===== config.mk =====
export PLATFORM = sky130hd
export DESIGN_NAME = ctpe_sqrt
export DESIGN_NICKNAME = d
export VERILOG_FILES = /design/src/sv/ctpe_pkg.sv /design/src/sv/ctpe_sqrt.sv
export SDC_FILE = /design/constraint.sdc
export NUM_CORES = 2
export LEC_CHECK = 0
export BUFFER_PORTS_ARGS = -buffer_cell sky130_fd_sc_hd__buf_2
export CORE_ASPECT_RATIO = 0.6
export CORE_MARGIN = 8
export CORE_UTILIZATION = 60
export DETAILED_ROUTE_END_ITERATION = 8
export PLACE_DENSITY_LB_ADDON = 0.3
export SLEW_MARGIN = 40
export SYNTH_ARGS = -nofsm -noshare
export SYNTH_HDL_FRONTEND = slang
export SYNTH_SLANG_ARGS = --single-unit

===== constraint.sdc =====
create_clock -name clk -period 3.9 [get_ports clk]
set_input_delay 0.39 -clock clk [delete_from_list [all_inputs] [get_ports clk]]
set_output_delay 0.39 -clock clk [all_outputs]
set_load 0.005 [all_outputs]

===== src/sv/ctpe_pkg.sv =====
// Package for the truncated Coulomb pair energy unit.
// Holds request/result types, pipeline sideband types and fixed constants.
// No dependencies.
package ctpe_pkg;

  localparam int DIST_W   = 32;
  localparam int CHG_W    = 16;
  localparam int ENERGY_W = 48;
  localparam int LB_W     = 24;
  localparam int CSQ_W    = 32;
  localparam int CINV_W   = 24;
  localparam int CFG_AW   = 2;
  localparam int CFG_DW   = 32;

  localparam int PROD_W   = 2 * CHG_W;
  localparam int CMAG_W   = PROD_W - 1;
  localparam int MAG_W    = LB_W + CMAG_W;
  localparam int RAD_W    = DIST_W + 16;
  localparam int R_W      = RAD_W / 2;
  localparam int SQ_N     = R_W;
  localparam int SQ_REM_W = R_W + 2;
  localparam int QP_W     = R_W + CINV_W;
  localparam int Q_W      = 25;
  localparam int PW_N     = 6;
  localparam int PL_N     = PW_N + 3;
  localparam int P_W      = 32;
  localparam int PM_W     = 29;
  localparam int NUM_W    = MAG_W + 8;
  localparam int DV_N     = NUM_W;
  localparam int HI_W     = NUM_W - 32;
  localparam int PA_W     = HI_W + PM_W;
  localparam int PB_W     = 32 + PM_W;
  localparam int SUM_W    = PA_W + 32;
  localparam int EM_W     = SUM_W - 40;

  localparam logic [Q_W-1:0] ONE_Q24 = Q_W'(1) << 24;

  localparam logic [LB_W-1:0]   LB_RST   = LB_W'(466961);
  localparam logic [CSQ_W-1:0]  CSQ_RST  = '1;
  localparam logic [CINV_W-1:0] CINV_RST = '0;

  localparam logic [ENERGY_W-1:0] E_POS_MAX = {1'b0, {(ENERGY_W-1){1'b1}}};
  localparam logic [ENERGY_W-1:0] E_NEG_MIN = {1'b1, {(ENERGY_W-1){1'b0}}};
  localparam logic [EM_W-1:0]     EM_POS_LIM = EM_W'(E_POS_MAX);
  localparam logic [EM_W-1:0]     EM_NEG_LIM = EM_W'(E_NEG_MIN);

  // configuration register indexes
  localparam logic [CFG_AW-1:0] CFG_BJERRUM_LENGTH = 2'd0;
  localparam logic [CFG_AW-1:0] CFG_CUTOFF_SQ      = 2'd1;
  localparam logic [CFG_AW-1:0] CFG_CUTOFF_INV     = 2'd2;

  typedef struct packed {
    logic        [DIST_W-1:0] dist_sq;
    logic signed [CHG_W-1:0]  charge_a;
    logic signed [CHG_W-1:0]  charge_b;
  } ctpe_in_t;

  typedef struct packed {
    logic signed [ENERGY_W-1:0] energy;
    logic                       inside_cutoff;
    logic                       saturated;
  } ctpe_out_t;

  // sideband through the square root stages
  typedef struct packed {
    logic [MAG_W-1:0] mag;
    logic             cneg;
    logic             in_range;
    logic             zero;
  } sq_side_t;

  // sideband through the divider stages
  typedef struct packed {
    logic [PM_W-1:0] pm;
    logic            neg;
    logic            cneg;
    logic            mag_nz;
    logic            in_range;
    logic            zero;
  } dv_side_t;

endpackage


===== src/sv/ctpe_sqrt.sv =====
// Pipelined integer square root, one root bit per stage.
// Depends on ctpe_pkg.
module ctpe_sqrt import ctpe_pkg::*; (
  input  logic              clk,
  input  logic              rst_n,
  input  logic              en,
  input  logic              in_vld,
  input  logic [DIST_W-1:0] in_rad,
  input  sq_side_t          in_side,
  output logic              out_vld,
  output logic [R_W-1:0]    out_root,
  output sq_side_t          out_side
);

  logic                vld_r  [SQ_N];
  sq_side_t            side_r [SQ_N];
  logic [RAD_W-1:0]    rad_r  [SQ_N];
  logic [SQ_REM_W-1:0] rem_r  [SQ_N];
  logic [R_W-1:0]      root_r [SQ_N];
  logic [RAD_W-1:0]    rad_nxt  [SQ_N];
  logic [SQ_REM_W-1:0] rem_nxt  [SQ_N];
  logic [R_W-1:0]      root_nxt [SQ_N];

  always_comb begin
    logic [RAD_W-1:0]    rad_i;
    logic [SQ_REM_W-1:0] rem_i;
    logic [R_W-1:0]      root_i;
    logic [SQ_REM_W+1:0] t;
    logic [SQ_REM_W+1:0] d;
    for (int k = 0; k < SQ_N; k++) begin
      if (k == 0) begin
        rad_i  = {in_rad, {(RAD_W-DIST_W){1'b0}}};
        rem_i  = '0;
        root_i = '0;
      end else begin
        rad_i  = rad_r[k-1];
        rem_i  = rem_r[k-1];
        root_i = root_r[k-1];
      end
      t = {rem_i, rad_i[RAD_W-1 -: 2]};
      d = {2'b00, root_i, 2'b01};
      if (t >= d) begin
        rem_nxt[k]  = SQ_REM_W'(t - d);
        root_nxt[k] = {root_i[R_W-2:0], 1'b1};
      end else begin
        rem_nxt[k]  = t[SQ_REM_W-1:0];
        root_nxt[k] = {root_i[R_W-2:0], 1'b0};
      end
      rad_nxt[k] = {rad_i[RAD_W-3:0], 2'b00};
    end
  end

  always_ff @(posedge clk) begin
    if (!rst_n) begin
      for (int k = 0; k < SQ_N; k++) vld_r[k] <= 1'b0;
    end else if (en) begin
      vld_r[0] <= in_vld;
      for (int k = 1; k < SQ_N; k++) vld_r[k] <= vld_r[k-1];
    end
  end

  always_ff @(posedge clk) begin
    if (en) begin
      side_r[0] <= in_side;
      for (int k = 1; k < SQ_N; k++) side_r[k] <= side_r[k-1];
      for (int k = 0; k < SQ_N; k++) begin
        rad_r[k]  <= rad_nxt[k];
        rem_r[k]  <= rem_nxt[k];
        root_r[k] <= root_nxt[k];
      end
    end
  end

  assign out_vld  = vld_r[SQ_N-1];
  assign out_root = root_r[SQ_N-1];
  assign out_side = side_r[SQ_N-1];

endmodule


==> out/metrics.cfg <==
[timing]
max_slew_margin_pct = 40.44
finalMaxSlewViolations = 0
setup_tns_ps = 0
worstMarginPinSlew_ps = 870.9
finalHoldViolations = 0
rsz0062_at_grt = no
clock_skew_ps = 44.86
setup-violations-final = 0
min_period_over_period_pct = 93.51
fin_ws_ps = 253.1
fin_crit_ps = 3647
max_freq_mhz = 274.2

[yosys]
syn_nets = 6464
synth_top_area_cell = edfxtp_1
synth.avg_cell_area_um2 = 16.23
synth_edf_count = 2495
synth_common_cells = edfxtp_1, inv_1, nand2_1
synthArstFlopShare_pct = 0
synth_most_common_cell = edfxtp_1
synth_area_mm2 = 0.09822
syn-instance-count = 6052
synth_flop_cell = edfxtp_1
synthTopCellsByArea = edfxtp_1, ha_1, xor2_1
synth_top_area_share_pct = 76.28
ys_ff_latch = 2512
yosys_warnings = 0
synth.distinct_cells = 88
ys_seq_area_share_pct = 76.63

[floorplan]
rows = 115
die_x_um = 538.3
initial_core_util_pct = 60.19
die_h_um = 329.4
dieArea_mm2 = 0.1773
core_area_mm2 = 0.1632
io_pins = 177

[critical_path]
crit_slowest_cell = edfxtp_1
cp_max_fo = 36
cp.required_ps = 4450
reg2reg_slack_ps = 250
worst_setup_path_end_kind = register
rr_worst_depth = 10
crit_family = compound AO/OA/AOI/OAI gates
worstPathCellList = ha_1 > fa_1 > a211oi_1 > o21bai_1 > o31ai_1 > a21oi_1 > a221o_1 > a31oi_2 > buf_6 > o21ai_0
critPathKind = reg2reg
cp_slowest_stage_delay_ps = 470
worstReg2RegStart = rem_r[2][78]
r2r-end = rem_r[2][115]
crit_path_start_kind = register
crit_buf_inv = 1
worstPathArrival_ps = 4200

[global_routing]
grt_pass1_wl_um = 265900
grt_pass1_vias = 48120
grt_max_degree = 145
grt_usage_pct = 18.71
antenna_found_initial = 3
overflow = 0

[layout]
fill_cells = 10740
fin_nets = 6914
drive_above_1_share_pct = 10.49
area_growth_pct = 12.42

[hold_path]
min_to = side_r[0][56]
holdPathStages = 2
worstHoldStart = in_side[56]
min_path_type = in2reg

[placed_design]
dp_hpwl_um = 110200
portBuffers = 176
dpl_worst_slack_ps = 178.7
globalplace.congestion = 0.8962

[power]
p_per_area_mw_per_mm2 = 570.4
ir_drop_mv = 0.4542
leakage_uw = 0.04053

[clock_tree]
numCtsBuffers = 218
clk_path_buf_depth = 4
cts-htree-levels = 4
root_buffer = clkbuf_16
cts.sinks = 2512
cts_tree = yes
cts_setup_buffers = 0
clock_latency_ps = 850
clkSlewWorstSetupHoldPaths_ps = 70

[drt]
routed_wire_length_per_instance_um = 19.18
drc = 0
postRouteAntennaNets = 0
routed_wl_um = 169500
viasPerCell = 5.575
first_pass_iters = 6
vias = 49260
drtIter0Drc = 4656

[job]
max_cap_viol_count = 0

[run_status]
status = finished, final reports clean

-- worst register-to-register path, stage by stage, from the launching register on --
cell	delay, ps
edfxtp_1	470
ha_1	270
fa_1	430
a211oi_1	240
o21bai_1	180
o31ai_1	380
a21oi_1	240
a221o_1	460
a31oi_2	250
buf_6	280
o21ai_0	180
-- worst max path at each step --
stage                                to     startpoint  slack, ps  cells past startpoint
after floorplan             rem_r[2][2]  rem_r[1][182]        520                     11
after global placement    rem_r[1][160]  rem_r[1][146]        200                      7
after detailed placement  rem_r[1][160]  rem_r[1][146]        180                      7
after CTS                 rem_r[1][160]  rem_r[1][146]        130                      7
after global routing      rem_r[2][116]   rem_r[2][78]         60                     10
final                     rem_r[2][115]   rem_r[2][78]        250                     10
-- routing by layer --
metal	track usage (%)	up-vias	share of wire (%)
li1	-	23650	-
met1	29.54	23990	50
met2	26.59	1410	41
met3	4.556	218	7.6
met4	3.883	0	1.7
met5	0	-	0
-- state kept, by name, summed over array words and instances (netlist names) --
signal  cells
side_r   1392
rem_r     556
root_r    300
rad_r     240
vld_r      24
-- layout by cell type (no fill, tap or decap), types with 60 or more instances in the layout --
| cell type | instances |
|---|---|
| a21o_1 | 115 |
| a21oi_1 | 273 |
| buf_2 | 175 |
| buf_4 | 78 |
| clkbuf_16 | 221 |
| dlygate4sd3_1 | 95 |
| edfxtp_1 | 2495 |
| ha_1 | 311 |
| inv_1 | 396 |
| nand2_1 | 321 |
| nand3_1 | 77 |
| nor2_1 | 276 |
| nor2b_1 | 60 |
| nor3_1 | 110 |
| nor4_1 | 73 |
| o21ai_0 | 249 |
| xnor2_1 | 214 |
| xor2_1 | 219 |
-- cell families (layout without fill, tap and decap cells) --
group	Yosys count	count (layout)	share of synthesized area (%)
muxes	64	64	0.7045
buffers and inverters	546	1165	2.353
and+or+nand+nor	1237	1237	6.358
other	1	3	0.003818
DFF	2512	2512	76.63
AOI/OAI and AO/OA	941	941	5.987
xor gates and xnor gates	433	433	3.861
adders and majority gates	318	318	4.105
-- final cells by class --
type,count,area [um^2],share of cell area [%]
flip-flops and latches,2512,75260,68.16
multi-input cells,2994,20720,18.77
clock buffers,256,5662,5.128
repair buffers,379,3023,2.738
well taps,2164,2708,2.452
clock inverters,133,1539,1.394
inverters,397,1490,1.350
diodes,2,5.005,0.004533
-- through the flow --
stage | area [um^2] | total power (uW) | hold WS (ps) | std cells | utilization (%)
after floorplan | 98220 | 38740 | 400.3 | 6052 | -
after global placement | 102200 | 41060 | 400.1 | 8350 | 62.62
after detailed placement | 102200 | 41390 | 404.5 | 8350 | 62.63
after CTS | 110300 | 63390 | 28.31 | 8833 | 67.62
after global routing | 110400 | 65490 | 196.5 | 8837 | 67.67
final | 110400 | 62970 | 254.9 | 8837 | 67.67
-- where the power goes --
group	total (uW)	switching, uW	internal, uW	leakage, uW
Combinational	7120	4180	2940	0.0129
Clock	21900	9430	12400	0.00346
Sequential	34000	1340	32600	0.0242
-- repair_timing --
action	CTS	global route
hold buffers	94	1
setup endpoints to repair	0	20
endpoints found under the hold margin	108	14
resized for setup	0	4
Power figures use the tool's default switching activity.
